`src/sum_checked_frame_receiver_core_defines.svh`:
```
// ---------------------------------------------------------------------------
// Assertion macros for the checksummed frame receiver
// Concurrent checks with an enable switch; empty when NO_ASSERTIONS is set.
// ---------------------------------------------------------------------------
`ifndef SUM_CHECKED_FRAME_RECEIVER_CORE_DEFINES_SVH
`define SUM_CHECKED_FRAME_RECEIVER_CORE_DEFINES_SVH

`ifndef NO_ASSERTIONS

// Checked only outside reset
`define SCFR_ASSERT(label, prop) \
    label: assert property (@(posedge clk) disable iff (!rst_n) prop) \
        else $error("scfr assertion failed");

// Checked on every edge, reset included
`define SCFR_ASSERT_ALWAYS(label, prop) \
    label: assert property (@(posedge clk) prop) \
        else $error("scfr assertion failed");

`else

`define SCFR_ASSERT(label, prop)
`define SCFR_ASSERT_ALWAYS(label, prop)

`endif

`endif

```
`src/scfr_pkg.sv`:
```
// ---------------------------------------------------------------------------
// scfr_pkg
// Types and constants of the checksummed frame receiver.
// ---------------------------------------------------------------------------
package scfr_pkg;

    // Header byte after reset
    localparam logic [7:0] HEADER_RESET = 8'hAA;

    // Receive phase
    typedef enum logic [1:0] {
        PH_HUNT = 2'd0,
        PH_LEN  = 2'd1,
        PH_DATA = 2'd2,
        PH_SUM  = 2'd3
    } phase_t;

    // One result item
    typedef struct packed {
        logic       is_frame_end;
        logic [7:0] payload_byte;
        logic [7:0] byte_index;
        logic [7:0] frame_length;
        logic       checksum_ok;
    } result_t;

endpackage

```
`src/sum_checked_frame_receiver_core.sv`:
```
// ---------------------------------------------------------------------------
// sum_checked_frame_receiver_core
// Header / length / payload / 8-bit sum deframer with streaming output.
// ---------------------------------------------------------------------------
// Usage:
//   Input channel (in_valid, in_stall, rx_byte) takes one received byte per
//   transfer. The block hunts for a byte equal to header_value, then takes
//   a length byte, that many payload bytes and a checksum byte.
//   Output channel (out_valid, out_stall, result fields) gives one transfer
//   per payload byte (with its index and the frame length) and one
//   end-of-frame transfer carrying the length and a checksum match flag.
//   Header, length and hunted bytes give no output.
//   A result is registered in the result register, or in the skid entry.
//   Throughput: one byte per cycle while in_stall is low; the per-byte state
//   update and the result register sit behind one short add and compare.
//   A two-entry output stage (result register plus skid register) lets the
//   block keep taking bytes while a result waits; in_stall rises only when
//   both entries are full, and is a register output.
//   Reset: hunting, empty output stage, header_value = 0xAA.
//   cfg_we/cfg_data write header_value; write only while idle.
// ---------------------------------------------------------------------------
`include "sum_checked_frame_receiver_core_defines.svh"

module sum_checked_frame_receiver_core (
    input  logic       clk,
    input  logic       rst_n,
    // configuration
    input  logic       cfg_we,
    input  logic [7:0] cfg_data,
    // input channel
    input  logic       in_valid,
    output logic       in_stall,
    input  logic [7:0] rx_byte,
    // output channel
    output logic       out_valid,
    input  logic       out_stall,
    output logic       is_frame_end,
    output logic [7:0] payload_byte,
    output logic [7:0] byte_index,
    output logic [7:0] frame_length,
    output logic       checksum_ok
);

    logic [7:0]        header_value_reg;
    scfr_pkg::phase_t  phase_reg, phase_next;
    logic [7:0]        payload_count_reg, payload_count_next;
    logic [7:0]        announced_length_reg, announced_length_next;
    logic [7:0]        running_sum_reg, running_sum_next;

    logic              out_valid_reg, out_valid_next;
    scfr_pkg::result_t out_data_reg, out_data_next;
    logic              skid_valid_reg, skid_valid_next;
    scfr_pkg::result_t skid_data_reg, skid_data_next;

    logic              accept;
    logic              pop;
    logic              res_valid;
    scfr_pkg::result_t res;
    logic [7:0]        count_inc;

    assign in_stall = skid_valid_reg;
    assign accept   = in_valid && !in_stall;
    assign pop      = out_valid_reg && !out_stall;
    assign count_inc = payload_count_reg + 8'd1;

    // Configuration register
    always_ff @(posedge clk or negedge rst_n)
    begin
        if (!rst_n)
        begin
            header_value_reg <= scfr_pkg::HEADER_RESET;
        end
        else if (cfg_we)
        begin
            header_value_reg <= cfg_data;
        end
    end

    // Frame state update and result for the byte on the input
    always_comb
    begin
        phase_next            = phase_reg;
        payload_count_next    = payload_count_reg;
        announced_length_next = announced_length_reg;
        running_sum_next      = running_sum_reg;
        res_valid             = 1'b0;
        res                   = '0;
        case (phase_reg)
            scfr_pkg::PH_HUNT:
            begin
                if (rx_byte == header_value_reg)
                begin
                    phase_next = scfr_pkg::PH_LEN;
                end
            end
            scfr_pkg::PH_LEN:
            begin
                announced_length_next = rx_byte;
                payload_count_next    = 8'd0;
                running_sum_next      = 8'd0;
                phase_next = (rx_byte == 8'd0) ? scfr_pkg::PH_SUM : scfr_pkg::PH_DATA;
            end
            scfr_pkg::PH_DATA:
            begin
                res_valid          = 1'b1;
                res.is_frame_end   = 1'b0;
                res.payload_byte   = rx_byte;
                res.byte_index     = payload_count_reg;
                res.frame_length   = announced_length_reg;
                res.checksum_ok    = 1'b0;
                running_sum_next   = running_sum_reg + rx_byte;
                payload_count_next = count_inc;
                if (count_inc == announced_length_reg)
                begin
                    phase_next = scfr_pkg::PH_SUM;
                end
            end
            scfr_pkg::PH_SUM:
            begin
                res_valid          = 1'b1;
                res.is_frame_end   = 1'b1;
                res.frame_length   = announced_length_reg;
                res.checksum_ok    = (running_sum_reg == rx_byte);
                phase_next         = scfr_pkg::PH_HUNT;
                payload_count_next = 8'd0;
                running_sum_next   = 8'd0;
            end
            default:
            begin
                phase_next = scfr_pkg::PH_HUNT;
            end
        endcase
    end

    // Frame state registers
    always_ff @(posedge clk or negedge rst_n)
    begin
        if (!rst_n)
        begin
            phase_reg            <= scfr_pkg::PH_HUNT;
            payload_count_reg    <= 8'd0;
            announced_length_reg <= 8'd0;
            running_sum_reg      <= 8'd0;
        end
        else if (accept)
        begin
            phase_reg            <= phase_next;
            payload_count_reg    <= payload_count_next;
            announced_length_reg <= announced_length_next;
            running_sum_reg      <= running_sum_next;
        end
    end

    // Output stage: result register with a skid entry behind it
    always_comb
    begin
        out_valid_next  = out_valid_reg;
        out_data_next   = out_data_reg;
        skid_valid_next = skid_valid_reg;
        skid_data_next  = skid_data_reg;
        if (!out_valid_reg || pop)
        begin
            if (skid_valid_reg)
            begin
                // no accept can happen while the skid entry is full
                out_valid_next  = 1'b1;
                out_data_next   = skid_data_reg;
                skid_valid_next = 1'b0;
            end
            else
            begin
                out_valid_next = accept && res_valid;
                out_data_next  = res;
            end
        end
        else if (accept && res_valid)
        begin
            skid_valid_next = 1'b1;
            skid_data_next  = res;
        end
    end

    always_ff @(posedge clk or negedge rst_n)
    begin
        if (!rst_n)
        begin
            out_valid_reg  <= 1'b0;
            skid_valid_reg <= 1'b0;
        end
        else
        begin
            out_valid_reg  <= out_valid_next;
            skid_valid_reg <= skid_valid_next;
        end
    end

    // Payload of the output stage, no reset needed
    always_ff @(posedge clk)
    begin
        out_data_reg  <= out_data_next;
        skid_data_reg <= skid_data_next;
    end

    assign out_valid    = out_valid_reg;
    assign is_frame_end = out_data_reg.is_frame_end;
    assign payload_byte = out_data_reg.payload_byte;
    assign byte_index   = out_data_reg.byte_index;
    assign frame_length = out_data_reg.frame_length;
    assign checksum_ok  = out_data_reg.checksum_ok;

    // Checks
    `SCFR_ASSERT_ALWAYS(a_skid_behind_out, (skid_valid_reg |-> out_valid_reg))
    `SCFR_ASSERT(a_data_count_in_range,
        ((phase_reg == scfr_pkg::PH_DATA) |-> (payload_count_reg < announced_length_reg)))
    `SCFR_ASSERT(a_payload_index_in_range,
        ((out_valid_reg && !out_data_reg.is_frame_end) |->
            (out_data_reg.byte_index < out_data_reg.frame_length)))
    `SCFR_ASSERT(a_frame_end_fields_zero,
        ((out_valid_reg && out_data_reg.is_frame_end) |->
            (out_data_reg.payload_byte == 8'd0 && out_data_reg.byte_index == 8'd0)))
    `SCFR_ASSERT(a_drain_empties,
        ((pop && !skid_valid_reg && !(accept && res_valid)) |=> !out_valid_reg))

endmodule

```
`config.mk`:
```
export PLATFORM = sky130hd
export DESIGN_NAME = sum_checked_frame_receiver_core
export DESIGN_NICKNAME = d
export VERILOG_FILES = /design/src/scfr_pkg.sv /design/src/sum_checked_frame_receiver_core.sv
export VERILOG_INCLUDE_DIRS = /design/src /design/src/src
export SDC_FILE = /design/constraint.sdc
export NUM_CORES = 1
export LEC_CHECK = 0
export ABC_AREA = 1
export BUFFER_PORTS_ARGS = -buffer_cell sky130_fd_sc_hd__buf_2
export CAP_MARGIN = 20
export CORE_MARGIN = 2
export CORE_UTILIZATION = 59
export DETAILED_ROUTE_END_ITERATION = 8
export GPL_ROUTABILITY_DRIVEN = 0
export PLACE_DENSITY = 0.87
export SYNTH_ARGS = -nofsm -noshare
export SYNTH_HDL_FRONTEND = slang
export SYNTH_SLANG_ARGS = --single-unit
```
`constraint.sdc`:
```
create_clock -name clk -period 4.11 [get_ports clk]
set_input_delay 0.2055 -clock clk [delete_from_list [all_inputs] [get_ports clk]]
set_output_delay 0.2055 -clock clk [all_outputs]
set_load 0.02 [all_outputs]
```
* Yosys cells after proc, flatten, opt, wreduce, memory -nomap -nowiden
Cells that the tools add are included.
Widths: inputs -> output; s select.
** Cells by class
- Add/sub/neg operators :: 2
- Multipliers :: 0
- Div/mod/pow operators :: 0
- $lt $le $gt $ge :: 0
- Equality and inequality tests :: 8
- Shift operators :: 0
- Multiplexer cells :: 14
- Bitwise gates (word level) :: 1
- Reductions and logical operators :: 17
** Operator list (number)
- $pmux 8 s2 :: 2
- $mux 26 :: 1
- $eq 8x8->1 :: 3
- $pmux 9 s2 :: 1
- $mux 16 :: 1
- $add 8x1->8 const B :: 1
- $add 8x8->8 :: 1
- $logic_not 8->1 :: 1
- $pmux 2 s4 :: 1
- $mux 1 :: 6
- $reduce_and 2->1 :: 3
- $eq 2x2->1 const B :: 2
- $mux 2 :: 2
- $ne 2x2->1 const B :: 2
- $reduce_bool 2->1 :: 2
- $reduce_or 2->1 :: 2
- $logic_and 1x1->1 :: 3
- $logic_not 1->1 :: 3
- $reduce_and 3->1 :: 1
- $eq 2x1->1 const B :: 1
- $logic_not 2->1 :: 1
- $logic_or 1x1->1 :: 1
- $not 1->1 :: 1
** Storage, ports and cells
- Bits in registers :: 88
- Latch bits :: 0
- Bits in writable memories :: 0
- Bits in read-only memories :: 0
- Input port bits :: 21
- Output and inout bits :: 28
- Memories kept :: 0

* Logic depth before layout (Yosys ltp)
Gate-level depths: netlist of the first run.
- Depth in word-level cells :: 6
- Gate-level depth with buffers :: 13
- Depth with buffers taken out :: 13

* Worst setup path after synthesis of the first run
Ideal clock, no wire load.
- Path type :: register to register
- Start point :: register out_valid_reg, in the netlist out_valid
- End point :: register skid_data_reg[0] (netlist name) (enable)
- Library setup time :: 409 ps
- Data arrival time :: 2310 ps
- Data required time :: 3701 ps
- Path slack :: 1391 ps
- Cell stages (with the launch flop) :: 3
- Clock period less this slack :: 2719 ps
- Path through :: dfrtp_1 nand2_1 nor2_1
** Between the ends
- Word-level cells in the longest chain between the ends :: 4
- Elaborated cells on any way between the ends :: 5
** Ends and longest elaborated chain
- start, declared :: RTL line sum_checked_frame_receiver_core.sv:50 : logic out_valid_reg, out_valid_next;
- start signal, assigned :: RTL line sum_checked_frame_receiver_core.sv:192 : out_valid_reg <= out_valid_next;
- $logic_not 1->1 / $logic_and 1x1->1 (equally long branches) :: RTL line sum_checked_frame_receiver_core.sv:161, sum_checked_frame_receiver_core.sv:63
- $logic_or 1x1->1 (*) :: RTL line sum_checked_frame_receiver_core.sv:161 : if (!out_valid_reg || pop)
- $not 1->1 (no source line) (*)
- $reduce_and 2->1 (no source line) (*)
- end signal, assigned :: RTL line sum_checked_frame_receiver_core.sv:201 : skid_data_reg <= skid_data_next;
- end, declared :: RTL line sum_checked_frame_receiver_core.sv:53 : scfr_pkg::result_t skid_data_reg, skid_data_next;
Every way passes the cells marked *; elsewhere a longest branch is shown, timed or not.
A chain may end at the register's enable or synchronous reset.

* Final worst setup path of the first run
- Start point :: register phase_reg[1]
- End point :: register skid_data_reg[15] (netlist name) (enable)
** Between the ends
- Word-level cells in the longest chain between the ends :: 5
- Elaborated cells on any way between the ends :: 6
** Ends and longest elaborated chain
- start, declared :: RTL line sum_checked_frame_receiver_core.sv:45 : scfr_pkg::phase_t phase_reg, phase_next;
- start signal, assigned :: RTL line sum_checked_frame_receiver_core.sv:140 : phase_reg <= scfr_pkg::PH_HUNT;
- start signal, assigned :: RTL line sum_checked_frame_receiver_core.sv:147 : phase_reg <= phase_next;
- $eq 2x2->1 :: RTL line sum_checked_frame_receiver_core.sv:88 : case (phase_reg)
- $reduce_or 2->1 (no source line) (*)
- $mux 1 (*) :: RTL line sum_checked_frame_receiver_core.sv:88
- $logic_and 1x1->1 (*) :: RTL line sum_checked_frame_receiver_core.sv:176 : else if (accept && res_valid)
- $reduce_and 2->1 (no source line) (*)
Marks and branches as above.

==> results of run 1 <==
final timing paths:
| kind | cells past startpoint | startpoint | endpoint | slack (ns) |
|---|---|---|---|---|
| worst max-delay path | 6 | phase_reg[1] | skid_data_reg[15] | 1.63 |
| worst min register to register | 1 | running_sum_reg[5] | running_sum_reg[5] | 0.50 |
| max in group asynchronous | 2 | rst_n | payload_count_reg[6] | 3.09 |
| worst max register to register | 6 | phase_reg[1] | skid_data_reg[15] | 1.63 |
| worst min-delay path | 3 | cfg_data[6] | header_value_reg[6] | 0.03 |
| min in group asynchronous | 2 | rst_n | running_sum_reg[3] | 0.48 |
cells in the mapped netlist:
cell type  count  area [um2]
nand2_1      126         473
inv_1         61         229
edfxtp_1      52        1560
o21ai_0       47         235
dfrtp_1       32         801
nand3_1       29         145
nor2_1        14        52.6
ha_1          13         163
a21oi_1        9        45.0
clkbuf_1       8        30.0
nand4_1        6        37.5
xor2_1         6        52.6
mux2_2         5        56.3
dfstp_2        4         105
inv_2          4        15.0
nor2_4         3        33.8
nor3_1         3        15.0
o21ai_1        3        15.0
a22o_1         2        17.5
buf_4          2        15.0
nand2_2        2        12.5
nand3b_1       2        15.0
o22ai_1        2        12.5
xnor2_1        2        17.5
a21o_1         1        7.51
buf_2          1        5.00
buf_6          1        11.3
fa_1           1        20.0
nor4_1         1        6.26
o21ai_2        1        8.76
o21bai_1       1        7.51
metrics by stage:
stage               cells  utilization  hold slack (ns)
floorplan             444            -          -0.0901
global placement      578        0.661            0.340
detailed placement    578        0.661            0.351
CTS                   595        0.692           0.0330
global route          596        0.696           0.0447
finish                596        0.696           0.0341
cell usage in the layout (no fill, tap or decap), drive strengths merged, types with 2 or more instances in the layout:
cell        n
nand4       6
a21oi       9
ha         13
nor2       17
edfxtp     52
mux2        5
dfrtp      32
o22ai       2
nand2     128
xor2        6
clkinv      2
clkinvlp    2
dfstp       4
inv        67
o21ai      51
nor3        3
nand3      29
a22o        2
xnor2       2
clkbuf      9
buf        51
nand3b      2
worst max-delay path: stages, from the launching register on:
cell and delay [ns]:
dfrtp_1 0.56, ha_1 0.65, inv_1 0.13, a21oi_1 0.20
inv_1 0.07, nor2_2 0.23, buf_4 0.33
where the power goes:
group	switching, W	internal [W]	leakage [nW]
clock network	0.000335	0.000287	0.0977
logic	0.000701	0.000366	1.21
registers	0.000171	0.00123	0.987
total	0.00121	0.00188	2.29
what timing repair did:
action	4_1_cts	5_1_grt
setup buffers	0	0
endpoints found under the hold margin	32	0
hold buffers	1	0
resized for setup	0	0
logic make-up after synthesis:
logic type,Yosys count,share of synthesized area
fa+ha+maj,14,0.0433
xor+xnor,8,0.0166
buf+inv,77,0.0723
mux,5,0.0133
flops,88,0.584
compound gates,66,0.0827
simple gates,186,0.187
layout make-up:
type                       count  area (um2)  share of cell area
clock inverter                 7        78.8              0.0165
timing repair buffer          52         293              0.0613
clock buffer                   9         124              0.0259
inverter                      65         244              0.0511
multi-input combinational    279        1450               0.304
sequential                    88        2470               0.516
tap                           96         120              0.0251
metal layers:
layer  vias up  global-route usage
met5         -                   0
met4         0              0.0771
met3        11              0.0541
met2       151               0.384
met1      1545               0.316
li1       1553                   -
==> impl_metrics.ini, run 1 <==
[grt]
grt_pass1_wl_um = 13800
antenna_found_initial = 0
grtUsageTotal = 0.236
overflow = 0
grt_pass1_vias = 3011
grt_max_degree = 53

[timing]
tightest_slew_ns = 0.857
fin_crit_ns = 2.48
final-hold-violation-count = 0
drv_slew = 0
finClkSkew_ns = 0.00997
clock.fmax_mhz = 403
setup_tns_ns = 0
slew_headroom = 0.429
setup_viol = 0
fin_ws_ns = 1.63
period_share = 0.604
rsz0062_at_grt = false

[clock_network]
cts_tree = yes
clkLatencyLatePin_ns = 0.38
htreeDepth = 3
clkTransAtPathRegs_ns = 0.10
cts_sinks = 88
clockRootBuffer = clkbuf_8
cts_buffers = 9
cts_buffer_depth = 2

[floorplan]
die_h_um = 88.6
die_w_um = 88.6
die-area_um2 = 7850
io_pins = 49
core_um2 = 6870
fp-row-count = 30
initial_core_util = 0.615

[synth]
avgSynthCellArea_um2 = 9.51
syn-num-nets = 479
yosysSeqAreaShare = 0.584
ys_types = 31
syn_area_um2 = 4220
yosysWarnings = 0
synth-seq-cells = 88
synth_cells = 444

[worst_setup_path]
path_class = flip-flop to flip-flop
crit_path_start_kind = flip-flop
cp_max_fo = 21
crit_path_end_kind = flip-flop
required_ns = 4.17
worstPathArrival_ns = 2.54

[run_status]
status = finished clean

[final_layout]
fillers = 509
num-nets-final = 530
area_delta_synth_final_pct = 13.2
largest_register_ffs = 26
layout-drive-gt1-share = 0.174
final_cell_area_um2 = 4780
diodes = 0

[placement]
io_buffers = 48
placed_area_um2 = 4540
dp_slack_ns = 1.67
dpl.hpwl_um = 6030

[power_and_ir_drop]
p_leak_nw = 2.29
p_per_area_nw_per_um2 = 646
vdd_drop_max_uv = 310
power_w = 0.00309

[run]
max_cap_viol_count = 0

[drt]
viasPerCell = 5.47
wire_per_inst_um = 14.3
drcViolationCount = 0
wl_met1_um = 3540
dr.first_iter.drc_count = 317
routed_wl_um = 8500
maxUsedRoutingLayer = met4
met3_length_um = 715
route.vias.total = 3260
dr.pass1.iters = 6
dr_wl_met2_um = 4140
drt.antenna.violating_nets = 0

[hold_path]
min_path_type = input port to flip-flop
Power figures use the tool's default switching activity.
==> inputs of run 2 (changes only) <==
Settings changed: ABC_AREA 1 to 0, CORE_UTILIZATION 59 to 52, PLACE_DENSITY 0.87 to 0.82.
Clock period 4.11 ns to 2.2 ns, I/O delays scaled along.
==> run 2 against run 1 <==
  * Via count shrank 13%
  * Critical path depth grew 2
  * Clock-buffer cell count is the same
  * Synthesized cell count shrank 27%
  * Clock skew grew 0.0013 ns
  * Global-route usage shrank 3.4 points
  * First-iteration DRC count shrank 53%
  * Combinational power grew 130%
  * Sequential share of layout area shrank 2.7 points
==> impl_metrics.ini, run 2 <==
[worst_setup_path]
path_class = flip-flop to flip-flop
crit_path_end_kind = flip-flop
cp_num_cells = 8
crit_slowest_cell = or4_4
path_cells = ha_4 > buf_4 > xnor2_1 > xnor2_1 > nor3_1 > a31oi_1 > or4_4 > a22oi_2
worstPathArrival_ns = 2.48
cpPeakStageDelay_ns = 0.54
crit_top_cell = xnor2_1
crit_family = simple AND/OR/NAND/NOR gates
required_ns = 2.49
ff2ff_path_depth = 8
cp_max_fo = 5
worstPathBufferInverterCount = 1
crit_path_start_kind = flip-flop
reg2reg_slack_ns = 0.01

[power_and_ir_drop]
vdd_drop_max_uv = 573
p_leak_nw = 2.12
p_per_area_nw_per_um2 = 1250

[run_status]
status = finished clean

[hold_path]
whs_path_depth = 2
min_path_type = input port to flip-flop

[synth]
yosysSeqAreaShare = 0.585
synth.area.top_cells = edfxtp_1 (37%), dfrtp_1 (19%), mux2_2 (12%), ha_1 (3.9%), and2_1 (3.4%)
ys_types = 48
synth_top_area_frac = 0.370
synthArstFlopShare = 0.409
avgSynthCellArea_um2 = 13.0
yosysMostFrequentCell = edfxtp_1
synth_cells = 324
synth_flop_cell = edfxtp_1
synth-seq-cells = 88
yosysWarnings = 0
syn-num-nets = 359
synth_largest_area_cell = edfxtp_1
synthTopCellsByCount = edfxtp_1 (52), mux2_2 (44), dfrtp_1 (32), and2_1 (23), o21ai_0 (19)
synth_enable_flop_cells = 52
syn_area_um2 = 4220

[floorplan]
io_pins = 49
die_w_um = 94.0
die_h_um = 94.0
fp-row-count = 32
core_um2 = 7810
initial_core_util = 0.540
die-area_um2 = 8840

[final_layout]
final_cell_mix = edfxtp_1 (52), buf_2 (48), mux2_2 (44)
final_cells = 503
num-nets-final = 431
final_cell_area_um2 = 5050
diodes = 0
final_util = 0.646
layout-drive-gt1-share = 0.372
fillers = 558
final_common_cell = edfxtp_1
largest_register_ffs = 26
area_delta_synth_final_pct = 19.7

[placement]
dpl.hpwl_um = 5790
dp.cells = 477
placed_area_um2 = 4670
dp_slack_ns = 0.0265
io_buffers = 48

[grt]
grt_pass1_wl_um = 13500
antenna_found_initial = 0
grt_pass1_vias = 2826
grt_max_degree = 37
overflow = 0
grtUsageTotal = 0.202

[drt]
dr.pass1.iters = 4
viasPerCell = 5.64
routed_wl_um = 8520
drcViolationCount = 0
dr.first_iter.drc_count = 148
drt.antenna.violating_nets = 0
wire_per_inst_um = 16.9
route.vias.total = 2838

[clock_network]
htreeDepth = 3
cts_sinks = 88
cts_buffers = 9
cts_tree = yes
clkLatencyLatePin_ns = 0.37
clockRootBuffer = clkbuf_8
cts_buffer_depth = 2
clkTransAtPathRegs_ns = 0.09

[timing]
slew_headroom = 0.434
fin_crit_ns = 2.19
rsz0062_at_grt = true
fin_ws_ns = 0.0139
drv_slew = 0
setup_viol = 0
period_share = 0.994
final-hold-violation-count = 0
setup_tns_ns = 0
tightest_slew_ns = 0.849
clock.fmax_mhz = 457
finClkSkew_ns = 0.0113

[run]
max_cap_viol_count = 0
run 2: cell types whose count changed after synthesis, sizes merged, moves of 3 or more:
cell,change
mux2,+39
xnor2,+13
inv,-60
nand2,-109
nor3,+4
a21o,+3
a31oi,+3
o21ai,-32
nand3,-24
a21oi,-3
and3,+3
and2,+23
run 2: where the power goes:
group | total (W) | internal (W) | switching, W
Clock | 0.00127 | 0.000655 | 0.000613
Combinational | 0.00244 | 0.00108 | 0.00136
Sequential | 0.00259 | 0.00233 | 0.000263
Total | 0.00630 | 0.00406 | 0.00224
run 2: cell type report:
type | instances | area, um2 | share of cell area
Multi-Input combinational cell | 216 | 1720 | 0.341
Clock buffer | 9 | 124 | 0.0245
Inverter | 5 | 18.8 | 0.00372
Timing Repair Buffer | 76 | 485 | 0.0962
Sequential cell | 88 | 2470 | 0.489
Clock inverter | 7 | 103 | 0.0203
Tap cell | 102 | 128 | 0.0253
run 2: path summary, 6_finish.rpt:
check,start,endpoint
worst min-delay path,rx_byte[3],announced_length_reg[3]
max in group asynchronous,rst_n,phase_reg[1]
worst max register to register,payload_count_reg[1],phase_reg[0]
min in group asynchronous,rst_n,header_value_reg[2]
worst max-delay path,payload_count_reg[1],phase_reg[0]
worst min register to register,running_sum_reg[2],running_sum_reg[2]
run 2: cell families after synthesis:
family          after synthesis  synth area share
simple gates                 91             0.117
flops                        88             0.585
compound gates               46            0.0689
mux                          44             0.118
xor+xnor                     21            0.0436
buf+inv                      20            0.0246
fa+ha+maj                    14            0.0433
run 2: stage by stage:
stage	total power (W)	hold WS, ns
global route	0.00663	0.0801
CTS	0.00622	0.00276
detailed placement	0.00491	0.261
floorplan	0.00419	-0.186
global placement	0.00481	0.238
finish	0.00630	0.0821
run 2: layer usage:
layer / vias up / share of wire / track usage
met2: 104 / 0.50 / 0.322
met5: - / 0 / 0
met1: 1395 / 0.42 / 0.269
met4: 0 / 0.018 / 0.0688
li1: 1325 / - / -
met3: 14 / 0.064 / 0.0538
run 2: what timing repair did:
item / 4_1_cts / 5_1_grt
hold buffers: 8 / 1
gates resized for setup: 1 / 11
endpoints found under the setup margin: 1 / 7
endpoints found under the hold margin: 39 / 1
setup buffers: 1 / 0
pin swaps: 1 / 5
==> inputs of run 3 (changes only) <==
Settings changed: CORE_MARGIN 2 to 3, REMOVE_ABC_BUFFERS set to 1.
==> run 3 against run 2 <==
  * Clock power fell by 11%
  * Critical path type unchanged
  * Flip-flop and latch count did not move
  * Sequential power barely moved
  * Combinational power barely moved
  * Largest cell class unchanged
==> impl_metrics.ini, run 3 (synthesis results as in run 2) <==
[run_status]
status = finished clean

[final_layout]
diodes = 0
final_cell_area_um2 = 5030
largest_register_ffs = 26
final_common_cell = edfxtp_1
num-nets-final = 433
layout-drive-gt1-share = 0.375
final_util = 0.645
final_cell_mix = edfxtp_1 (52), buf_2 (48), mux2_2 (44)
area_delta_synth_final_pct = 19.4

[timing]
setup_viol = 0
slew_headroom = 0.450
setup_tns_ns = 0
fin_ws_ns = 0.0805
tightest_slew_ns = 0.826
final-hold-violation-count = 0
fin_crit_ns = 2.12
period_share = 0.963
finClkSkew_ns = 0.0178
drv_slew = 0
clock.fmax_mhz = 472

[run]
max_cap_viol_count = 0

[worst_setup_path]
crit_path_start_kind = flip-flop
path_class = flip-flop to flip-flop
worstPathArrival_ns = 2.41
cp_max_fo = 8
crit_path_end_kind = flip-flop
required_ns = 2.49
reg2reg_slack_ns = 0.08

[clock_network]
clkLatencyLatePin_ns = 0.37
clockRootBuffer = clkbuf_8
cts_tree = yes
clkTransAtPathRegs_ns = 0.10
cts_buffer_depth = 2
cts_buffers = 9
htreeDepth = 3
cts_sinks = 88

[power_and_ir_drop]
vdd_drop_max_uv = 532
p_per_area_nw_per_um2 = 1220
p_leak_nw = 2.11

[drt]
viasPerCell = 5.56
drt.antenna.violating_nets = 0
route.vias.total = 2807
drcViolationCount = 0
routed_wl_um = 8580
dr.pass1.iters = 4
wire_per_inst_um = 17.0
dr.first_iter.drc_count = 216

[floorplan]
die-area_um2 = 9220
io_pins = 49
fp-row-count = 32
die_h_um = 96.0
core_um2 = 7810
initial_core_util = 0.540
die_w_um = 96.0

[grt]
grt_pass1_vias = 3018
grtUsageTotal = 0.207
grt_max_degree = 37
antenna_found_initial = 0
grt_pass1_wl_um = 14400
overflow = 0

[hold_path]
min_path_type = input port to flip-flop

[placement]
dp_slack_ns = -0.0393
dpl.hpwl_um = 5690
io_buffers = 48
placed_area_um2 = 4650
## run 3: worst paths after layout
check / startpoint / end / cells past startpoint
setup / recovery: payload_count_reg[5] / phase_reg[0] / 6
min in group asynchronous: rst_n / running_sum_reg[6] / 2
hold reg to reg: running_sum_reg[2] / running_sum_reg[2] / 2
max in group asynchronous: rst_n / payload_count_reg[5] / 2
setup reg to reg: payload_count_reg[5] / phase_reg[0] / 6
hold / removal: in_valid / out_valid / 4
## run 3: worst max-delay path: stages (launching register included)
cell and delay, ns:
dfrtp_2 0.48, nand3_4 0.11, o21a_1 0.21, or4_1 0.41, and3_4 0.17, or4_4 0.48, a22oi_2 0.19
## run 3: through the flow
stage / hold WS (ns) / power, W / cells
floorplan: -0.186 / 0.00412 / 309
global placement: 0.242 / 0.00481 / 477
detailed placement: 0.249 / 0.00490 / 477
CTS: 0.0818 / 0.00609 / 502
global route: 0.0994 / 0.00656 / 505
finish: 0.0899 / 0.00616 / 505
## run 3: metal layers
layer	routed length, um	global-route usage	vias to the layer above
met3	441	0.0571	15
met1	3640	0.262	1381
met5	0	0	-
met2	4330	0.331	85
li1	-	-	1326
met4	172	0.0936	0
## run 3: area by class of cell
| class | instances | area [um2] |
|---|---|---|
| Multi-Input combinational cell | 216 | 1720 |
| Inverter | 5 | 18.8 |
| Timing Repair Buffer | 78 | 500 |
| Fill cell | 583 | 2780 |
| Clock buffer | 9 | 124 |
| Sequential cell | 88 | 2470 |
| Tap cell | 102 | 128 |
| Clock inverter | 7 | 77.6 |
## run 3: power by group
part,switching (W),total (W),internal (W)
combinational,0.00138,0.00247,0.00109
clock,0.000597,0.00113,0.000536
sequential,0.000238,0.00256,0.00232
total,0.00221,0.00616,0.00395
## run 3: what timing repair did
| action | CTS | global route |
|---|---|---|
| hold buffers | 9 | 0 |
| resized for setup | 4 | 10 |
| pin swaps | 2 | 9 |
| hold endpoints to repair | 40 | 0 |
| setup endpoints to repair | 2 | 2 |
| setup buffers | 0 | 3 |
